--- config.mk ---
export PLATFORM = sky130hd
export DESIGN_NAME = bb3_front
export DESIGN_NICKNAME = d
export VERILOG_FILES = /design/src/bb3_pkg.sv /design/src/bb3_front.sv
export SDC_FILE = /design/constraint.sdc
export NUM_CORES = 1
export LEC_CHECK = 0
export BUFFER_PORTS_ARGS = -buffer_cell sky130_fd_sc_hd__buf_2
export CORE_MARGIN = 2
export CORE_UTILIZATION = 55
export CTS_BUF_LIST = sky130_fd_sc_hd__clkbuf_2
export CTS_CLUSTER_DIAMETER = 30
export DETAILED_ROUTE_END_ITERATION = 10
export PLACE_DENSITY = 0.83
export SLEW_MARGIN = 20
export SYNTH_ARGS = -nofsm -noshare
export SYNTH_HDL_FRONTEND = slang
export SYNTH_SLANG_ARGS = --single-unit
--- constraint.sdc ---
create_clock -name i_clk -period 3.3 [get_ports i_clk]
set_clock_uncertainty 0.1 [all_clocks]
set_input_delay 0.66 -clock i_clk [delete_from_list [all_inputs] [get_ports i_clk]]
set_output_delay 0.66 -clock i_clk [all_outputs]
set_load 0.005 [all_outputs]
--- src/bb3_pkg.sv ---
// Shared types and constants for the 3x3 box blur.
package bb3_pkg;

    localparam int MAX_WIDTH  = 1024;
    localparam int MAX_HEIGHT = 4096;
    localparam int COL_W      = $clog2(MAX_WIDTH);
    localparam int ROW_W      = $clog2(MAX_HEIGHT);
    localparam int WCFG_W     = 11;
    localparam int HCFG_W     = 13;
    localparam int CFG_W      = 13;
    localparam int SUM_W      = 12;
    localparam int CNT_W      = 4;
    localparam int NUM_W      = SUM_W + 1;
    localparam int DEN_W      = CNT_W + 1;
    localparam int QDEPTH     = 2;

    typedef enum logic {
        REG_WIDTH  = 1'b0,
        REG_HEIGHT = 1'b1
    } t_reg_idx;

    typedef enum logic {
        FUNC_PIXEL = 1'b0,
        FUNC_DRAIN = 1'b1
    } t_func;

    typedef logic [23:0] t_pix;

    typedef struct packed {
        logic       func;
        logic [7:0] in_red;
        logic [7:0] in_green;
        logic [7:0] in_blue;
    } t_in;

    typedef struct packed {
        logic [7:0] out_red;
        logic [7:0] out_green;
        logic [7:0] out_blue;
        logic       last_in_run;
        logic       last_of_frame;
    } t_out;

    typedef struct packed {
        logic             is_drain;
        logic [COL_W-1:0] col;
        logic [COL_W-1:0] lo;
        logic [COL_W-1:0] hi;
        logic             r_ge1;
        logic             r_ge2;
        logic             c_last;
        logic             use_old;
        logic             last;
        t_pix             pix;
    } t_cmd;

    typedef enum logic [2:0] {
        S_IDLE,
        S_PWIN,
        S_PSUM,
        S_DACC,
        S_LOAD,
        S_DIV,
        S_OUT
    } t_bstate;

endpackage

--- src/bb3_front.sv ---
// Front end: accepts requests, tracks frame position, issues work commands.
module bb3_front
    import bb3_pkg::*;
(
    input  logic             i_clk,
    input  logic             i_rst_n,
    input  logic             i_valid,
    output logic             o_ready,
    input  t_in              i_data,
    input  logic             i_cfg_we,
    input  logic             i_cfg_idx,
    input  logic [CFG_W-1:0] i_cfg_data,
    input  logic             i_full,
    output logic             o_push,
    output t_cmd             o_cmd
);

    logic [COL_W-1:0] r_wlast, n_wlast;
    logic [ROW_W-1:0] r_hlast, n_hlast;
    logic [COL_W-1:0] r_col, n_col;
    logic [ROW_W-1:0] r_row, n_row;
    logic [COL_W-1:0] r_drain, n_drain;
    logic             r_draining, n_draining;
    logic             accept;
    logic [WCFG_W-1:0] wcfg;
    logic [HCFG_W-1:0] hcfg;

    assign o_ready = !i_full;
    assign accept  = i_valid && !i_full;
    assign wcfg    = i_cfg_data[WCFG_W-1:0];
    assign hcfg    = i_cfg_data[HCFG_W-1:0];

    always_comb begin
        n_wlast    = r_wlast;
        n_hlast    = r_hlast;
        n_col      = r_col;
        n_row      = r_row;
        n_drain    = r_drain;
        n_draining = r_draining;
        o_push     = 1'b0;
        o_cmd      = '0;
        o_cmd.col  = r_col;
        o_cmd.pix  = {i_data.in_red, i_data.in_green, i_data.in_blue};
        o_cmd.r_ge1   = (r_row != '0);
        o_cmd.r_ge2   = (r_row >= ROW_W'(2));
        o_cmd.c_last  = (r_col == r_wlast);
        o_cmd.is_drain = (i_data.func == FUNC_DRAIN);
        o_cmd.lo      = (r_drain != '0) ? r_drain - COL_W'(1) : r_drain;
        o_cmd.hi      = (r_drain != r_wlast) ? r_drain + COL_W'(1) : r_drain;
        o_cmd.use_old = (r_hlast != '0);
        o_cmd.last    = (r_drain == r_wlast);
        if (i_cfg_we) begin
            unique case (i_cfg_idx)
                REG_WIDTH: begin
                    if (wcfg == '0) begin
                        n_wlast = '0;
                    end else if (wcfg > WCFG_W'(MAX_WIDTH)) begin
                        n_wlast = COL_W'(MAX_WIDTH - 1);
                    end else begin
                        n_wlast = COL_W'(wcfg - WCFG_W'(1));
                    end
                end
                REG_HEIGHT: begin
                    if (hcfg == '0) begin
                        n_hlast = '0;
                    end else if (hcfg > HCFG_W'(MAX_HEIGHT)) begin
                        n_hlast = ROW_W'(MAX_HEIGHT - 1);
                    end else begin
                        n_hlast = ROW_W'(hcfg - HCFG_W'(1));
                    end
                end
                default: begin
                end
            endcase
            n_col      = '0;
            n_row      = '0;
            n_drain    = '0;
            n_draining = 1'b0;
        end else if (accept) begin
            if (i_data.func == FUNC_PIXEL && !r_draining) begin
                o_push = 1'b1;
                if (r_col == r_wlast) begin
                    n_col = '0;
                    if (r_row == r_hlast) begin
                        n_draining = 1'b1;
                    end else begin
                        n_row = r_row + ROW_W'(1);
                    end
                end else begin
                    n_col = r_col + COL_W'(1);
                end
            end else if (i_data.func == FUNC_DRAIN && r_draining) begin
                o_push = 1'b1;
                if (r_drain == r_wlast) begin
                    n_col      = '0;
                    n_row      = '0;
                    n_drain    = '0;
                    n_draining = 1'b0;
                end else begin
                    n_drain = r_drain + COL_W'(1);
                end
            end
        end
    end

    always_ff @(posedge i_clk) begin
        if (!i_rst_n) begin
            r_wlast    <= COL_W'(MAX_WIDTH - 1);
            r_hlast    <= '0;
            r_col      <= '0;
            r_row      <= '0;
            r_drain    <= '0;
            r_draining <= 1'b0;
        end else begin
            r_wlast    <= n_wlast;
            r_hlast    <= n_hlast;
            r_col      <= n_col;
            r_row      <= n_row;
            r_drain    <= n_drain;
            r_draining <= n_draining;
        end
    end

endmodule

==> results.toml <==
[critical_path]
crit_buf_inv = 1
crit_fanout = 10
worstReg2RegStart = "r_drain[2]"
critPathKind = "flip-flop to output pin"
r2r_end = "r_drain[9]"
rr_worst_depth = 7
cpMaxStageDelayCell = "or4_1"
path_cells = "or4_1 > nor3_2 > and4bb_2 > or3b_2 > nor4_2 > xor2_1 > buf_2"
critPathArrivalTime_ps = 2450
required_ps = 2540
critPathTopFamily = "simple AND/OR/NAND/NOR gates"
r2r_setup_slack_ps = 810
start_kind = "flip-flop"
end_kind = "output pin"
critPathMaxStageDelay_ps = 570

[finish]
final_area_sq_mm = 0.004168
drive_gt1_frac = 0.1965
nets = 572
area_growth_pct = 7.730
diodes = 0
n_fill_cell = 598

[placement]
gp_congestion = 0.9764
dp_hpwl_um = 7002
placed_area_sq_mm = 0.004020
portBuffers = 57

[job]
max_cap_violations = 0

[timing]
period_minus_slack_ps = 3211
worstMarginPinSlew_ps = 712.2
setup_violations = 0
hold-worst-slack_ps = 400.9
maxSlewHeadroom = 0.5220
hold_viol = 0
period_share = 0.9732
final_max_slew_viol_count = 0
max_freq_ghz = 0.3114

[grt]
gr-total-overflow = 0
grt_pass1_vias = 3259
grt_max_degree = 26
grt_first_pass_wirelength_um = 15220
antenna_found_initial = 0
grt_usage = 0.2411

[floorplan]
pin_count = 106
rows = 30
die_x_um = 87.87
coreArea_sq_mm = 0.006794
floorplan.initialDensity = 0.5694
die_area_sq_mm = 0.007721
dieHeight_um = 87.87

[logic_synthesis]
yosys_register_bits = 55
synth.mux.area_fraction = 0.01067
synth_area_per_cell_sq_um = 7.831
synth_top_family_by_area = "simple AND/OR/NAND/NOR gates"
syn_inst = 494
synth_seq_area_share = 0.2846
synth.top_cell.area_share = 0.2846
synth_fa_ha_area_frac = 0.03752
synthTopCellsByCount = "55 x dfxtp_1, 53 x xor2_1, 42 x nand2_1"
yosysMostFrequentCell = "dfxtp_1"
yosys-top-cells-area = "dfxtp_1 28%, xor2_1 12%, buf_4 5.0%"
async_flop_share = 0
synth_compound_area_frac = 0.1614
synth_edf_count = 0
synth_top_area_cell = "dfxtp_1"
synth_cell_types = 58
ys.flop_type = "dfxtp_1"
syn_area_sq_mm = 0.003869
yosys.area_share.simple = 0.2629
syn_nets = 548
synth_xor_xnor_area_share = 0.1472
yosys_warnings = 0

[drt]
remaining_drc_errors = 0
vias = 3673
wirelength_um = 9410
viasPerCell = 5.972
first_pass_iters = 6
wl_per_cell_um = 15.30
initialDrtViolationCount = 275
antenna_left = 0

[min_path]
hold_class = "flip-flop to flip-flop"
whs_path_depth = 2
min_from = "r_hlast[10]"
whs_endpoint = "r_hlast[10]"

[clock_tree]
cts_made_buffers = 5
root_buffer = "clkbuf_2"
clock_latency_ps = 460
htreeDepth = 2
cts_buffer_depth = 2
cts_tree = "built"
clock_sinks = 55
cts.clk_slew.worst_paths_ps = 300

[pwr]
peakVddDrop_mv = 0.1315
power.density_mw_per_mm2 = 266.3
p_leak_nw = 1.817

[status]
status = "finished clean"
==> state kept, by name (all words and copies together) (netlist names) <==
signal	cells
r_col	10
r_draining	1
r_hlast	12
r_drain	10
r_wlast	10
r_row	12
==> worst reg2reg max path: stages (launching register included) <==
cell and delay, ps:
dfxtp_1 650, xor2_1 200, nor4_1 70, and3_4 230
buf_4 210, or2_1 350, or3b_2 490, a21oi_1 140
==> report_power, final <==
part / switching [mW] / internal [mW] / leakage [nW] / total (mW)
sequential: 0.0204 / 0.681 / 0.451 / 0.701
combinational: 0.0851 / 0.0540 / 1.33 / 0.139
clock: 0.217 / 0.0532 / 0.0331 / 0.270
total: 0.322 / 0.788 / 1.82 / 1.11
==> through the flow <==
stage	total power [mW]	worst slack, ps	TNS, ps	instances	utilization
after CTS	1.116	24.38	0	609	0.6000
after global routing	1.155	-22.36	-80.57	615	0.6134
after global placement	0.8471	468.4	0	601	0.5917
after floorplan	0.8248	644.1	0	494	-
final	1.110	88.58	0	615	0.6134
after detailed placement	0.8528	398.9	0	601	0.5917
==> cells by family after synthesis <==
kind of cell             Yosys count
AND/OR/NAND/NOR                  192
flip-flops                        55
AO/OA/AOI/OAI                     96
adder cells (fa/ha/maj)           12
buffers and inverters             70
multiplexers                       4
XOR/XNOR                          65
==> metal layers <==
layer	global-route usage	share of wire
met1	0.3370	0.45
met2	0.3850	0.47
met3	0.03959	0.066
met4	0.06853	0.015
met5	0	0
==> what timing repair did <==
item	CTS	global route
pin swaps	0	1
hold buffers	0	0
resized for setup	6	10
endpoints found under the setup margin	9	12
buffers inserted	0	6
==> cells in the final DEF (no fill, tap or decap), types with 4 or more instances in the layout <==
| cell type | Yosys | final |
|---|---|---|
| a211oi_1 | 6 | 6 |
| a21boi_0 | 6 | 6 |
| a21oi_1 | 15 | 15 |
| and3_1 | 14 | 13 |
| buf_2 | 8 | 57 |
| buf_4 | 26 | 12 |
| clkbuf_2 | 0 | 5 |
| dfxtp_1 | 55 | 49 |
| dfxtp_4 | 0 | 4 |
| ha_1 | 10 | 10 |
| inv_1 | 17 | 17 |
| nand2_1 | 42 | 42 |
| nand3_1 | 26 | 26 |
| nand4_1 | 8 | 8 |
| nor2_1 | 40 | 40 |
| nor2b_1 | 7 | 7 |
| nor3_1 | 7 | 6 |
| nor4_1 | 16 | 13 |
| nor4_2 | 1 | 4 |
| o211ai_1 | 9 | 9 |
| o21ai_0 | 34 | 34 |
| o32ai_1 | 6 | 6 |
| or3_1 | 7 | 7 |
| xnor2_1 | 12 | 12 |
| xor2_1 | 53 | 53 |
==> cell type report <==
cell class / instances / area (sq um) / share of cell area
clock buffers: 5 / 25.02 / 0.006004
clock inverters: 3 / 18.77 / 0.004503
inverters: 17 / 63.81 / 0.01531
multi-input cells: 369 / 2426 / 0.5821
flip-flops and latches: 55 / 1119 / 0.2684
well taps: 96 / 120.1 / 0.02882
repair buffers: 70 / 395.4 / 0.09487
==> worst max path at each step <==
stage               startpoint        end  slack [ps]  cells past startpoint
finish              r_drain[4]  o_cmd[45]          90                      7
global route        r_drain[4]  o_cmd[45]         -20                      7
CTS                 r_drain[4]  o_cmd[45]          20                      7
detailed placement  r_drain[0]  o_cmd[45]         400                      7
global placement    r_drain[4]  o_cmd[45]         470                      7
floorplan           r_drain[0]  o_cmd[45]         640                      7
No activity file was read; power rests on OpenSTA's default activity.
