`src/bb3_pkg.sv`:
```
// Shared types and constants for the 3x3 box blur.
package bb3_pkg;

    localparam int MAX_WIDTH  = 1024;
    localparam int MAX_HEIGHT = 4096;
    localparam int COL_W      = $clog2(MAX_WIDTH);
    localparam int ROW_W      = $clog2(MAX_HEIGHT);
    localparam int WCFG_W     = 11;
    localparam int HCFG_W     = 13;
    localparam int CFG_W      = 13;
    localparam int SUM_W      = 12;
    localparam int CNT_W      = 4;
    localparam int NUM_W      = SUM_W + 1;
    localparam int DEN_W      = CNT_W + 1;
    localparam int QDEPTH     = 2;

    typedef enum logic {
        REG_WIDTH  = 1'b0,
        REG_HEIGHT = 1'b1
    } t_reg_idx;

    typedef enum logic {
        FUNC_PIXEL = 1'b0,
        FUNC_DRAIN = 1'b1
    } t_func;

    typedef logic [23:0] t_pix;

    typedef struct packed {
        logic       func;
        logic [7:0] in_red;
        logic [7:0] in_green;
        logic [7:0] in_blue;
    } t_in;

    typedef struct packed {
        logic [7:0] out_red;
        logic [7:0] out_green;
        logic [7:0] out_blue;
        logic       last_in_run;
        logic       last_of_frame;
    } t_out;

    typedef struct packed {
        logic             is_drain;
        logic [COL_W-1:0] col;
        logic [COL_W-1:0] lo;
        logic [COL_W-1:0] hi;
        logic             r_ge1;
        logic             r_ge2;
        logic             c_last;
        logic             use_old;
        logic             last;
        t_pix             pix;
    } t_cmd;

    typedef enum logic [2:0] {
        S_IDLE,
        S_PWIN,
        S_PSUM,
        S_DACC,
        S_LOAD,
        S_DIV,
        S_OUT
    } t_bstate;

endpackage

```
`src/bb3_queue.sv`:
```
// Two-entry command queue between front end and back end.
module bb3_queue
    import bb3_pkg::*;
(
    input  logic i_clk,
    input  logic i_rst_n,
    input  logic i_push,
    input  t_cmd i_cmd,
    output logic o_full,
    output logic o_valid,
    input  logic i_pop,
    output t_cmd o_cmd
);

    localparam int PTR_W = $clog2(QDEPTH);

    t_cmd             r_mem [QDEPTH];
    logic [PTR_W-1:0] r_wp;
    logic [PTR_W-1:0] r_rp;
    logic [PTR_W:0]   r_cnt;
    logic             do_push;
    logic             do_pop;

    assign o_full  = (r_cnt == (PTR_W+1)'(QDEPTH));
    assign o_valid = (r_cnt != '0);
    assign o_cmd   = r_mem[r_rp];
    assign do_push = i_push && !o_full;
    assign do_pop  = i_pop && o_valid;

    always_ff @(posedge i_clk) begin
        if (do_push) begin
            r_mem[r_wp] <= i_cmd;
        end
    end

    always_ff @(posedge i_clk) begin
        if (!i_rst_n) begin
            r_wp  <= '0;
            r_rp  <= '0;
            r_cnt <= '0;
        end else begin
            if (do_push) begin
                r_wp <= r_wp + PTR_W'(1);
            end
            if (do_pop) begin
                r_rp <= r_rp + PTR_W'(1);
            end
            if (do_push && !do_pop) begin
                r_cnt <= r_cnt + (PTR_W+1)'(1);
            end else if (do_pop && !do_push) begin
                r_cnt <= r_cnt - (PTR_W+1)'(1);
            end
        end
    end

endmodule

```
`config.mk`:
```
export PLATFORM = sky130hd
export DESIGN_NAME = bb3_queue
export DESIGN_NICKNAME = d
export VERILOG_FILES = /design/src/bb3_pkg.sv /design/src/bb3_queue.sv
export SDC_FILE = /design/constraint.sdc
export NUM_CORES = 1
export LEC_CHECK = 0
export ABC_AREA = 1
export ABC_CLOCK_PERIOD_IN_PS = 4850
export BUFFER_PORTS_ARGS = -buffer_cell sky130_fd_sc_hd__buf_2
export CAP_MARGIN = 5
export CORE_MARGIN = 5
export CORE_UTILIZATION = 52
export CTS_CLUSTER_DIAMETER = 30
export DETAILED_ROUTE_END_ITERATION = 16
export PLACE_DENSITY = 0.79
export SLEW_MARGIN = 20
export SYNTH_ARGS = -nofsm -noshare
export SYNTH_HDL_FRONTEND = slang
export SYNTH_SLANG_ARGS = --single-unit
```
`constraint.sdc`:
```
create_clock -name i_clk -period 4.85 [get_ports i_clk]
set_input_delay 0.7275 -clock i_clk [delete_from_list [all_inputs] [get_ports i_clk]]
set_output_delay 0.7275 -clock i_clk [all_outputs]
set_load 0.005 [all_outputs]
```
==> impl_metrics.sql, run 1 <==
INSERT INTO impl_metrics (metric_group, metric, value, unit) VALUES
('timing', 'fin_setup_tns', '0', 'ns'),
('synthesis', 'synth-warning-count', '0', ''),
('critical_path', 'timing.critical_path.arrival', '2.12', 'ns'),
('finish', 'utilization', '66.8', '%'),
('synthesis', 'yosys.cell_types.count', '15', ''),
('critical_path', 'path_cells', 'mux2_4 > buf_2', ''),
('critical_path', 'cp-start-kind', 'flop', ''),
('critical_path', 'worstSetupPathType', 'flop to output port', ''),
('global_route', 'global_route.usage.total', '15.3', '%'),
('timing', 'period_needed', '2.84', 'ns'),
('floorplan', 'num_rows', '35', ''),
('pwr', 'switchingPower', '0.000800', 'W'),
('critical_path', 'timing.rr.start', 'r_cnt[1]$_SDFFE_PN0P_', ''),
('timing', 'tightestPinTransition', '1.12', 'ns'),
('timing', 'maxSlewHeadroom', '25.1', '%'),
('synthesis', 'adder_cell_fraction_of_synth_area', '0.256', '%'),
('synthesis', 'synth-compound-area-share', '0.641', '%'),
('finish', 'design.final.nets', '428', ''),
('routing', 'num_vias', '2441', ''),
('critical_path', 'slowest_stage', 'sky130_fd_sc_hd__dfxtp_4', ''),
('critical_path', 'rrSetupSlack', '2.60', 'ns'),
('place', 'io_buffers', '125', ''),
('place', 'dp_hpwl', '5.66', 'mm'),
('critical_path', 'critical_path_peak_fanout', '60', ''),
('synthesis', 'synth.ff_latch_count', '125', ''),
('min_path', 'worst_hold_path_type', 'input pin to flop', ''),
('clock_network', 'tritoncts_num_sinks', '125', ''),
('critical_path', 'critical_path.max_stage_delay', '1.09', 'ns'),
('critical_path', 'crit_buf_inv', '1', ''),
('synthesis', 'sequential_area_share_after_synthesis', '75.9', '%'),
('critical_path', 'timing.critical_path.required', '4.12', 'ns'),
('pwr', 'total_power', '0.00338', 'W'),
('synthesis', 'largest_family_of_logic_cells_by_synthesized_area', 'multiplexers', ''),
('synthesis', 'synth_mux_area_share', '18.5', '%'),
('floorplan', 'top_level_ports', '126', ''),
('min_path', 'worst_hold_startpoint', 'i_cmd[5]', ''),
('clock_network', 'clk_pin_slew', '0.06', 'ns'),
('synthesis', 'mappedNetlistArea', '4880', 'um2'),
('global_route', 'grt_max_degree', '61', ''),
('timing', 'period_share', '58.6', '%'),
('min_path', 'worstHoldEndpoint', 'r_mem[1][5]$_DFFE_PP_', ''),
('pwr', 'power_leakage', '2.48', 'nW'),
('clock_network', 'cts_tree', 'yes', ''),
('synthesis', 'synth_nets', '289', ''),
('synthesis', 'area_share_of_xor_xnor_cells_in_the_synthesized_design', '0', '%'),
('clock_network', 'clock_buffers_created_by_tritoncts', '17', ''),
('pwr', 'proportion_of_power_drawn_by_flip_flops_and_latches', '44.1', '%'),
('global_route', 'vias_in_the_first_global_route', '2573', ''),
('global_route', 'first_pass_grt_wire_length', '13.0', 'mm'),
('global_route', 'initial_antenna_violation_count', '1', ''),
('routing', 'routed_via_density', '5.01', ''),
('timing', 'grt_setup_unrepaired', 'no', ''),
('finish', 'number_of_antenna_diodes', '0', ''),
('min_path', 'worst_hold_path.num_cells', '1', ''),
('timing', 'final_hold_viol_count', '0', ''),
('routing', 'first_pass_iters', '4', ''),
('pwr', 'comb_power_share', '19.0', '%'),
('clock_network', 'worst_skew_pair.late_latency', '0.49', 'ns'),
('routing', 'route.detailed.drc', '0', ''),
('outcome', 'outcome', 'complete, no violations', ''),
('critical_path', 'crit-reg2reg-capture', 'r_mem[0][15]$_DFFE_PP_', ''),
('critical_path', 'path_delay_family', 'flip-flops', ''),
('pwr', 'switching_share', '23.7', '%'),
('synthesis', 'avg_inst_size_synth', '21.8', 'um2'),
('clock_network', 'holdBufCountCts', '0', ''),
('run', 'drv_cap', '0', ''),
('finish', 'final_layout_size_suffix_gt1_share', '58.0', '%'),
('place', 'weighted_congestion_at_the_end_of_routability_driven_global_placement', '0.683', ''),
('floorplan', 'fp.coreArea', '9200', 'um2'),
('finish', 'layout_common_cells', '125 x sky130_fd_sc_hd__buf_2, 120 x sky130_fd_sc_hd__edfxtp_1, 60 x sky130_fd_sc_hd__mux2_4', ''),
('global_route', 'global_route.overflow_total', '0', '');
-- power by group through the flow --
| stage | registers (W) | logic (W) | clock network [W] |
|---|---|---|---|
| 2_1_floorplan | 0.00143 | 0.000520 | 0 |
| 3_3_place_gp | 0.00150 | 0.000635 | 0 |
| 3_5_place_dp | 0.00151 | 0.000651 | 0 |
| 4_1_cts | 0.00149 | 0.000655 | 0.00127 |
| 5_1_grt | 0.00151 | 0.000699 | 0.00132 |
| 6_report | 0.00149 | 0.000643 | 0.00124 |
-- cells by family (layout without fill, tap and decap cells) --
| family | count (synthesis) | after routing |
|---|---|---|
| AOI/OAI and AO/OA | 5 | 5 |
| buffers and inverters | 15 | 167 |
| and+or+nand+nor | 18 | 18 |
| DFF | 125 | 125 |
| adders and majority gates | 1 | 1 |
| muxes | 60 | 60 |
-- registers in the layout (all words and copies together), names as in the netlist, named ones only --
signal / flops
r_cnt: 2
r_rp: 1
r_wp: 1
r_mem: 120
-- routing by layer --
metal | vias to the layer above | wire [um] | global-route usage (%)
met4 | 2 | 73 | 5.39
met1 | 1175 | 3490 | 18.6
met5 | - | 7 | 0
li1 | 1149 | - | -
met3 | 10 | 707 | 6.26
met2 | 105 | 4220 | 24.8
-- metrics by stage --
step / hold slack [ns] / worst slack (ns)
2_1_floorplan: 0.467 / 1.07
3_3_place_gp: 0.480 / 2.27
4_1_cts: 0.384 / 1.97
3_5_place_dp: 0.496 / 2.25
6_report: 0.419 / 2.01
5_1_grt: 0.386 / 1.90
-- how the worst max path moves through the flow --
stage / cells past startpoint / startpoint / slack, ns / endpoint
after floorplan: 2 / i_push / 1.07 / r_mem[0][0]$_DFFE_PP_
after global placement: 4 / i_push / 2.27 / r_mem[1][37]$_DFFE_PP_
after detailed placement: 4 / i_push / 2.25 / r_mem[0][37]$_DFFE_PP_
after CTS: 2 / flop / 1.97 / o_cmd[17]
after global routing: 2 / flop / 1.90 / o_cmd[38]
final: 2 / flop / 2.01 / o_cmd[29]
-- synth_stat cells, drive strengths merged --
| cell type | number | area share [%] |
|---|---|---|
| dfxtp | 5 | 2.1 |
| mux2 | 60 | 18 |
| nand2 | 7 | 0.54 |
| nand3 | 1 | 0.10 |
| nor2 | 9 | 0.69 |
| a21oi | 1 | 0.10 |
| o21ai | 3 | 0.38 |
| buf | 7 | 2.7 |
| inv | 8 | 0.62 |
| o21a | 1 | 0.15 |
| ha | 1 | 0.26 |
| nand4 | 1 | 0.13 |
| edfxtp | 120 | 74 |
-- worst register-to-register path: stages, from the launching register on --
cell and delay [ns]:
sky130_fd_sc_hd__dfxtp_1 0.33, sky130_fd_sc_hd__inv_1 0.14, sky130_fd_sc_hd__o21ai_2 0.13, sky130_fd_sc_hd__nor2_4 0.83
sky130_fd_sc_hd__buf_4 0.48
-- cell type report --
| class | instances | area (um2) |
|---|---|---|
| clock buffers | 19 | 422 |
| inverters | 8 | 30.0 |
| repair buffers | 127 | 641 |
| fillers | 623 | 3060 |
| clock inverters | 13 | 171 |
| well taps | 111 | 139 |
| flip-flops and latches | 125 | 3710 |
| multi-input cells | 84 | 1030 |
Power figures use the tool's default switching activity.
==> run 2, diff against run 1 <==
--- a/config.mk
+++ b/config.mk
@@ -6,14 +6,14 @@
 export NUM_CORES = 1
 export LEC_CHECK = 0
 export ABC_AREA = 1
-export ABC_CLOCK_PERIOD_IN_PS = 4850
+export ABC_CLOCK_PERIOD_IN_PS = 2610
 export BUFFER_PORTS_ARGS = -buffer_cell sky130_fd_sc_hd__buf_2
 export CAP_MARGIN = 5
 export CORE_MARGIN = 5
-export CORE_UTILIZATION = 52
+export CORE_UTILIZATION = 47
 export CTS_CLUSTER_DIAMETER = 30
 export DETAILED_ROUTE_END_ITERATION = 16
-export PLACE_DENSITY = 0.79
+export PLACE_DENSITY = 0.75
 export SLEW_MARGIN = 20
 export SYNTH_ARGS = -nofsm -noshare
 export SYNTH_HDL_FRONTEND = slang
==> constraint.sdc (replaced) <==
create_clock -name i_clk -period 2.61 [get_ports i_clk]
set_input_delay 0.3915 -clock i_clk [delete_from_list [all_inputs] [get_ports i_clk]]
set_output_delay 0.3915 -clock i_clk [all_outputs]
set_load 0.005 [all_outputs]
==> run 2 against run 1 <==
Against the previous run:
- sequential cell count stayed put
- largest cell class unchanged
- combinational power is 100% higher
- first-iteration DRC count is 1.7% higher
==> impl_metrics.sql, run 2 (synthesized netlist as in run 1, its figures left out) <==
INSERT INTO impl_metrics (metric_group, metric, value, unit) VALUES
('routing', 'antenna_viol_nets_final', '0', ''),
('clock_network', 'worst_skew_pair.late_latency', '0.51', 'ns'),
('finish', 'largest_reg_by_ff_count', 'r_mem', ''),
('timing', 'period_needed', '2.33', 'ns'),
('global_route', 'initial_antenna_violation_count', '0', ''),
('critical_path', 'cp-start-kind', 'flop', ''),
('clock_network', 'postCtsSetupRepairBufs', '0', ''),
('min_path', 'worst_hold_path.num_cells', '1', ''),
('critical_path', 'timing.critical_path.to_type', 'output port', ''),
('global_route', 'grt_busiest_layer', 'met2', ''),
('timing', 'final_hold_viol_count', '0', ''),
('clock_network', 'ctsLongestPathBuffers', '2', ''),
('clock_network', 'tritoncts_num_sinks', '125', ''),
('run', 'drv_cap', '0', ''),
('place', 'total_cell_area_at_the_placement_stage', '5620', 'um2'),
('critical_path', 'timing.rr.start', 'r_cnt[1]$_SDFFE_PN0P_', ''),
('clock_network', 'holdBufCountCts', '0', ''),
('finish', 'largest_reg_flops', '120', ''),
('routing', 'num_vias', '2414', ''),
('global_route', 'use_met2', '23.3', '%'),
('finish', 'number_of_antenna_diodes', '0', ''),
('timing', 'timing_max_transition_violations_final', '0', ''),
('timing', 'hold_ws', '0.0707', 'ns'),
('floorplan', 'top_level_ports', '126', ''),
('timing', 'grt_setup_unrepaired', 'no', ''),
('timing', 'peak_freq', '429', 'MHz'),
('place', 'placement.setup.worst_slack', '0.772', 'ns'),
('critical_path', 'worstRegToRegCells', '9', ''),
('floorplan', 'initial_core_util', '47.7', '%'),
('finish', 'final_layout_size_suffix_gt1_share', '58.4', '%'),
('critical_path', 'timing.critical_path.arrival', '1.94', 'ns'),
('routing', 'route.detailed.drc', '0', ''),
('critical_path', 'worstSetupPathType', 'flop to output port', ''),
('finish', 'final_design_area_no_fill', '6240', 'um2'),
('routing', 'routed_via_density', '4.68', ''),
('global_route', 'global_route.overflow_total', '0', ''),
('timing', 'period_share', '89.4', '%'),
('pwr', 'power_leakage', '2.51', 'nW'),
('clock_network', 'clk_pin_slew', '0.06', 'ns'),
('routing', 'wl_per_cell', '16.1', 'um'),
('global_route', 'vias_in_the_first_global_route', '2667', ''),
('finish', 'design.final.nets', '432', ''),
('clock_network', 'ctsResizeCount', '0', ''),
('critical_path', 'timing.critical_path.required', '2.22', 'ns'),
('global_route', 'grt_max_degree', '42', ''),
('place', 'weighted_congestion_at_the_end_of_routability_driven_global_placement', '0.743', ''),
('finish', 'fillerInstances', '766', ''),
('routing', 'first_pass_iters', '4', ''),
('timing', 'fin_setup_tns', '0', 'ns'),
('global_route', 'first_pass_grt_wire_length', '13.0', 'mm'),
('pwr', 'power.density_cell_area', '1020', 'nW/um2'),
('clock_network', 'cts-root-buf', 'sky130_fd_sc_hd__clkbuf_8', ''),
('floorplan', 'dieWidth', '112', 'um'),
('floorplan', 'fp.coreArea', '10200', 'um2'),
('place', 'dp_hpwl', '5.70', 'mm'),
('routing', 'drt-initial-drc-count', '119', ''),
('clock_network', 'clock_buffers_created_by_tritoncts', '17', ''),
('place', 'io_buffers', '125', ''),
('finish', 'final-instance-count-excl-fill', '516', ''),
('floorplan', 'die_height', '112', 'um'),
('routing', 'routed_wirelength', '8.32', 'mm'),
('critical_path', 'crit-reg2reg-capture', 'r_cnt[1]$_SDFFE_PN0P_', ''),
('finish', 'largestRegisters', 'r_mem: 120 flops, r_cnt: 2 flops', ''),
('finish', 'layout_commonest_cell', 'sky130_fd_sc_hd__buf_2', ''),
('timing', 'fin_ws', '0.277', 'ns'),
('clock_network', 'cts_tree', 'yes', ''),
('outcome', 'outcome', 'complete, no violations', ''),
('global_route', 'gr-usage-met1', '15.1', '%'),
('timing', 'tightestPinTransition', '0.569', 'ns'),
('timing', 'finish_stage_setup_viols', '0', ''),
('min_path', 'worstHoldEndpoint', 'r_mem[1][44]$_DFFE_PP_', ''),
('global_route', 'global_route.usage.met3', '5.33', '%'),
('floorplan', 'num_rows', '37', ''),
('finish', 'layout_common_cells', '125 x sky130_fd_sc_hd__buf_2, 120 x sky130_fd_sc_hd__edfxtp_1, 60 x sky130_fd_sc_hd__mux2_4', ''),
('floorplan', 'die_area', '12500', 'um2'),
('pwr', 'vdd_drop_max', '0.000484', 'V'),
('timing', 'maxSlewHeadroom', '62.1', '%'),
('finish', 'synthToLayoutAreaGrowth', '27.8', '%'),
('global_route', 'global_route.usage.total', '13.8', '%'),
('place', 'cells_after_dpl', '484', ''),
('min_path', 'worst_hold_path_type', 'input pin to flop', ''),
('critical_path', 'rrSetupSlack', '1.01', 'ns'),
('clock_network', 'cts_h_tree_depth', '4', ''),
('timing', 'skew', '0.00560', 'ns'),
('critical_path', 'critical_path_peak_fanout', '21', ''),
('min_path', 'worst_hold_startpoint', 'i_cmd[44]', '');
==> run 2: cell types whose count changed in the layout (fill, tap and decap cells not counted) <==
| cell | change |
|---|---|
| sky130_fd_sc_hd__buf_4 | +3 |
| sky130_fd_sc_hd__buf_12 | +1 |
| sky130_fd_sc_hd__bufinv_16 | +1 |
| sky130_fd_sc_hd__clkbuf_1 | -1 |
| sky130_fd_sc_hd__clkinv_1 | +1 |
| sky130_fd_sc_hd__clkinv_2 | -1 |
| sky130_fd_sc_hd__clkinvlp_4 | +1 |
| sky130_fd_sc_hd__inv_6 | -1 |
==> run 2: through the flow <==
stage	utilization [%]	total power, W
after floorplan	-	0.00363
after global placement	54.9	0.00400
after detailed placement	54.9	0.00404
after CTS	61.0	0.00646
after global routing	61.0	0.00667
final	61.0	0.00637
==> run 2: how the worst max path moves through the flow <==
stage / to / slack (ns)
floorplan: r_mem[0][0]$_DFFE_PP_ / -0.87
global placement: o_cmd[50] / 0.79
detailed placement: o_cmd[50] / 0.77
CTS: o_cmd[52] / 0.22
global route: o_cmd[52] / 0.18
finish: o_cmd[52] / 0.28
==> run 2: critical path, stage by stage (launching register included) <==
cell and delay, ns:
sky130_fd_sc_hd__dfxtp_4 0.60, sky130_fd_sc_hd__buf_4 0.36, sky130_fd_sc_hd__mux2_4 0.33, sky130_fd_sc_hd__buf_2 0.13
==> run 2: layout make-up <==
class	instances	area (um2)	area share (%)
sequential	125	3710	59.4
multi-input combinational	84	1030	16.5
timing repair buffer	131	683	11.0
clock buffer	18	418	6.70
clock inverter	14	199	3.19
tap	136	170	2.73
inverter	8	30.0	0.481
==> run 2: metal layers <==
metal  share of wire (%)  up-vias
met5                   0        -
met4                 2.4        0
met3                 6.3       17
met2                  53       81
met1                  39     1164
li1                    -     1152
==> run 2: report_power, final <==
part	total, W	switching [W]	leakage [nW]	internal [W]
Sequential	0.00267	0.000129	1.16	0.00254
Combinational	0.00129	0.000575	1.05	0.000716
Clock	0.00241	0.000779	0.295	0.00163
==> run 3, diff against run 2 <==
--- a/config.mk
+++ b/config.mk
@@ -5,7 +5,6 @@
 export SDC_FILE = /design/constraint.sdc
 export NUM_CORES = 1
 export LEC_CHECK = 0
-export ABC_AREA = 1
 export ABC_CLOCK_PERIOD_IN_PS = 2610
 export BUFFER_PORTS_ARGS = -buffer_cell sky130_fd_sc_hd__buf_2
 export CAP_MARGIN = 5
@@ -13,7 +12,8 @@
 export CORE_UTILIZATION = 47
 export CTS_CLUSTER_DIAMETER = 30
 export DETAILED_ROUTE_END_ITERATION = 16
-export PLACE_DENSITY = 0.75
+export PLACE_DENSITY = 0.76
+export SETUP_SLACK_MARGIN = 0.1
 export SLEW_MARGIN = 20
 export SYNTH_ARGS = -nofsm -noshare
 export SYNTH_HDL_FRONTEND = slang
==> run 3 against run 2 <==
Against the previous run:
- clock-buffer cell count stayed put
- total power shrank 0.54%
- combinational power fell by 4%
- global-route usage is 0.25 points higher
- area after synthesis is 6.8% lower
- first-iteration DRC count fell by 31%
- via count shrank 1.9%
- final area down 3.8%
- highest routed layer unchanged
- largest power group unchanged
- wire length down 4.9%
- synthesized cell count decreased by 5.4%
==> impl_metrics.sql, run 3 <==
INSERT INTO impl_metrics (metric_group, metric, value, unit) VALUES
('clock_network', 'postCtsSetupRepairBufs', '0', ''),
('global_route', 'grt_max_degree', '36', ''),
('timing', 'tightestPinTransition', '0.459', 'ns'),
('routing', 'routed_via_density', '4.72', ''),
('finish', 'largest_reg_by_ff_count', 'r_mem', ''),
('critical_path', 'crit-reg2reg-capture', 'r_cnt[1]$_SDFFE_PN0P_', ''),
('pwr', 'power.density_cell_area', '1060', 'nW/um2'),
('synthesis', 'post_synth_inst_count', '212', ''),
('synthesis', 'ys_async_sr_fraction', '0', '%'),
('critical_path', 'slowest_stage', 'sky130_fd_sc_hd__mux2_2', ''),
('clock_network', 'ctsLongestPathBuffers', '2', ''),
('clock_network', 'cts_h_tree_depth', '4', ''),
('synthesis', 'synth_enable_flop_cells', '120', ''),
('global_route', 'vias_in_the_first_global_route', '2544', ''),
('pwr', 'power_leakage', '2.28', 'nW'),
('min_path', 'worstHoldEndpoint', 'r_mem[0][25]$_DFFE_PP_', ''),
('timing', 'timing_max_transition_violations_final', '0', ''),
('clock_network', 'cts_tree', 'yes', ''),
('critical_path', 'timing.rr.start', 'r_cnt[0]$_SDFFE_PN0P_', ''),
('pwr', 'total_power', '0.00634', 'W'),
('global_route', 'first_pass_grt_wire_length', '12.1', 'mm'),
('finish', 'synthToLayoutAreaGrowth', '31.9', '%'),
('routing', 'num_vias', '2367', ''),
('min_path', 'worst_hold_path_type', 'input pin to flop', ''),
('synthesis', 'avg_inst_size_synth', '21.5', 'um2'),
('finish', 'number_of_antenna_diodes', '0', ''),
('floorplan', 'dieWidth', '108', 'um'),
('floorplan', 'die_area', '11700', 'um2'),
('clock_network', 'ctsResizeCount', '0', ''),
('place', 'io_buffers', '125', ''),
('clock_network', 'tritoncts_num_sinks', '125', ''),
('clock_network', 'clk_pin_slew', '0.06', 'ns'),
('routing', 'route.detailed.drc', '0', ''),
('global_route', 'global_route.overflow_total', '0', ''),
('finish', 'largestRegisters', 'r_mem: 120 flops, r_cnt: 2 flops', ''),
('timing', 'fin_setup_tns', '0', 'ns'),
('timing', 'grt_setup_unrepaired', 'no', ''),
('outcome', 'outcome', 'complete, no violations', ''),
('place', 'cells_after_dpl', '469', ''),
('critical_path', 'worstRegToRegCells', '6', ''),
('finish', 'layout_commonest_cell', 'sky130_fd_sc_hd__buf_2', ''),
('critical_path', 'timing.critical_path.arrival', '1.77', 'ns'),
('place', 'dp_hpwl', '5.22', 'mm'),
('timing', 'period_needed', '2.16', 'ns'),
('timing', 'maxSlewHeadroom', '69.4', '%'),
('finish', 'largest_reg_flops', '120', ''),
('critical_path', 'worstSetupPathType', 'flop to output port', ''),
('timing', 'finish_stage_setup_viols', '0', ''),
('timing', 'final_hold_viol_count', '0', ''),
('synthesis', 'sequential_area_share_after_synthesis', '81.4', '%'),
('finish', 'final-instance-count-excl-fill', '501', ''),
('critical_path', 'timing.critical_path.required', '2.22', 'ns'),
('synthesis', 'synth_nets', '277', ''),
('critical_path', 'critical_path_peak_fanout', '35', ''),
('critical_path', 'crit_buf_inv', '2', ''),
('routing', 'wl_per_cell', '15.8', 'um'),
('timing', 'hold_ws', '0.0743', 'ns'),
('synthesis', 'synth.top_cells.by_area', 'sky130_fd_sc_hd__edfxtp_1 79%, sky130_fd_sc_hd__mux2_2 15%, sky130_fd_sc_hd__dfxtp_1 2.2%, sky130_fd_sc_hd__buf_2 0.77%, sky130_fd_sc_hd__and2_1 0.41%', ''),
('synthesis', 'mappedNetlistArea', '4550', 'um2'),
('synthesis', 'top_cells_by_count_synth', '120 x sky130_fd_sc_hd__edfxtp_1, 60 x sky130_fd_sc_hd__mux2_2, 7 x sky130_fd_sc_hd__buf_2, 5 x sky130_fd_sc_hd__dfxtp_1, 3 x sky130_fd_sc_hd__and2_1', ''),
('synthesis', 'synth-warning-count', '0', ''),
('synthesis', 'yosys.cell_types.count', '21', ''),
('global_route', 'global_route.usage.total', '14.1', '%'),
('synthesis', 'synthFlopType', 'sky130_fd_sc_hd__edfxtp_1', ''),
('min_path', 'worst_hold_path.num_cells', '1', ''),
('synthesis', 'post-synth-top-area-cell', 'sky130_fd_sc_hd__edfxtp_1', ''),
('global_route', 'initial_antenna_violation_count', '0', ''),
('clock_network', 'clock_buffers_created_by_tritoncts', '17', ''),
('critical_path', 'rrSetupSlack', '1.02', 'ns'),
('finish', 'final_layout_size_suffix_gt1_share', '61.1', '%'),
('timing', 'skew', '0.00709', 'ns'),
('critical_path', 'path_cells', 'buf_4 > mux2_2 > buf_2', ''),
('floorplan', 'top_level_ports', '126', ''),
('finish', 'design.final.nets', '420', ''),
('place', 'weighted_congestion_at_the_end_of_routability_driven_global_placement', '0.742', ''),
('run', 'drv_cap', '0', ''),
('critical_path', 'path_delay_family', 'buffers and inverters', ''),
('floorplan', 'initial_core_util', '47.4', '%'),
('clock_network', 'cts-root-buf', 'sky130_fd_sc_hd__clkbuf_8', ''),
('critical_path', 'timing.critical_path.to_type', 'output port', ''),
('pwr', 'vdd_drop_max', '0.000738', 'V'),
('floorplan', 'fp.coreArea', '9590', 'um2'),
('routing', 'drt-initial-drc-count', '82', ''),
('routing', 'first_pass_iters', '5', ''),
('synthesis', 'yosysMostFrequentCell', 'sky130_fd_sc_hd__edfxtp_1', ''),
('timing', 'peak_freq', '463', 'MHz'),
('clock_network', 'worst_skew_pair.late_latency', '0.50', 'ns'),
('floorplan', 'die_height', '108', 'um'),
('critical_path', 'critical_path.max_stage_delay', '0.40', 'ns'),
('critical_path', 'cp-start-kind', 'flop', ''),
('finish', 'layout_common_cells', '125 x sky130_fd_sc_hd__buf_2, 120 x sky130_fd_sc_hd__edfxtp_1, 60 x sky130_fd_sc_hd__mux2_2', ''),
('synthesis', 'synth.ff_latch_count', '125', ''),
('min_path', 'worst_hold_startpoint', 'i_cmd[25]', ''),
('synthesis', 'post-synth-top-area-fraction', '79.2', '%'),
('clock_network', 'holdBufCountCts', '0', ''),
('timing', 'period_share', '82.8', '%'),
('floorplan', 'num_rows', '36', ''),
('routing', 'routed_wirelength', '7.91', 'mm'),
('routing', 'antenna_viol_nets_final', '0', '');
[run 3: how the worst max path moves through the flow]
stage,from,endpoint,slack (ns),cells after the start
finish,flop,o_cmd[52],0.45,3
global route,flop,o_cmd[52],0.34,3
CTS,flop,o_cmd[19],0.39,3
detailed placement,flop,o_cmd[19],0.94,3
global placement,flop,o_cmd[19],0.95,3
floorplan,r_cnt[0]$_SDFFE_PN0P_,r_mem[0][0]$_DFFE_PP_,0.14,3
[run 3: cells by family (layout without fill, tap and decap cells)]
kind of cell | Yosys count | count (layout) | synth area share (%)
AOI/OAI and AO/OA | 5 | 5 | 0.715
xor gates and xnor gates | 3 | 3 | 0.578
adders and majority gates | 1 | 1 | 0.275
buffers and inverters | 9 | 165 | 0.935
DFF | 125 | 125 | 81.4
muxes | 60 | 60 | 14.8
and+or+nand+nor | 9 | 9 | 1.27
[run 3: metal layers]
layer / wire length (um) / vias up / global-route usage [%]
met1: 3170 / 1161 / 16.2
met4: 46 / 0 / 6.22
met3: 635 / 5 / 5.97
met2: 4050 / 81 / 23.1
li1: - / 1120 / -
met5: 0 / - / 0
[run 3: metrics by stage]
stage	instance area, um2	setup slack, ns	util (%)
floorplan	4560	0.144	-
CTS	6000	0.392	62.6
detailed placement	5360	0.943	55.9
global route	6000	0.343	62.6
global placement	5360	0.952	55.9
finish	6000	0.448	62.6
[run 3: report_power, final]
part / switching, W / total, W / internal (W)
registers: 0.0000711 / 0.00260 / 0.00253
logic: 0.000598 / 0.00124 / 0.000638
clock network: 0.000778 / 0.00250 / 0.00173
total: 0.00145 / 0.00634 / 0.00489
[run 3: cell type report]
cell class,instances,area (um2)
Sequential cell,125,3700
Fill cell,699,3590
Multi-Input combinational cell,78,812
Timing Repair Buffer,131,671
Clock buffer,18,418
Clock inverter,14,223
Tap cell,133,166
Inverter,2,7.51
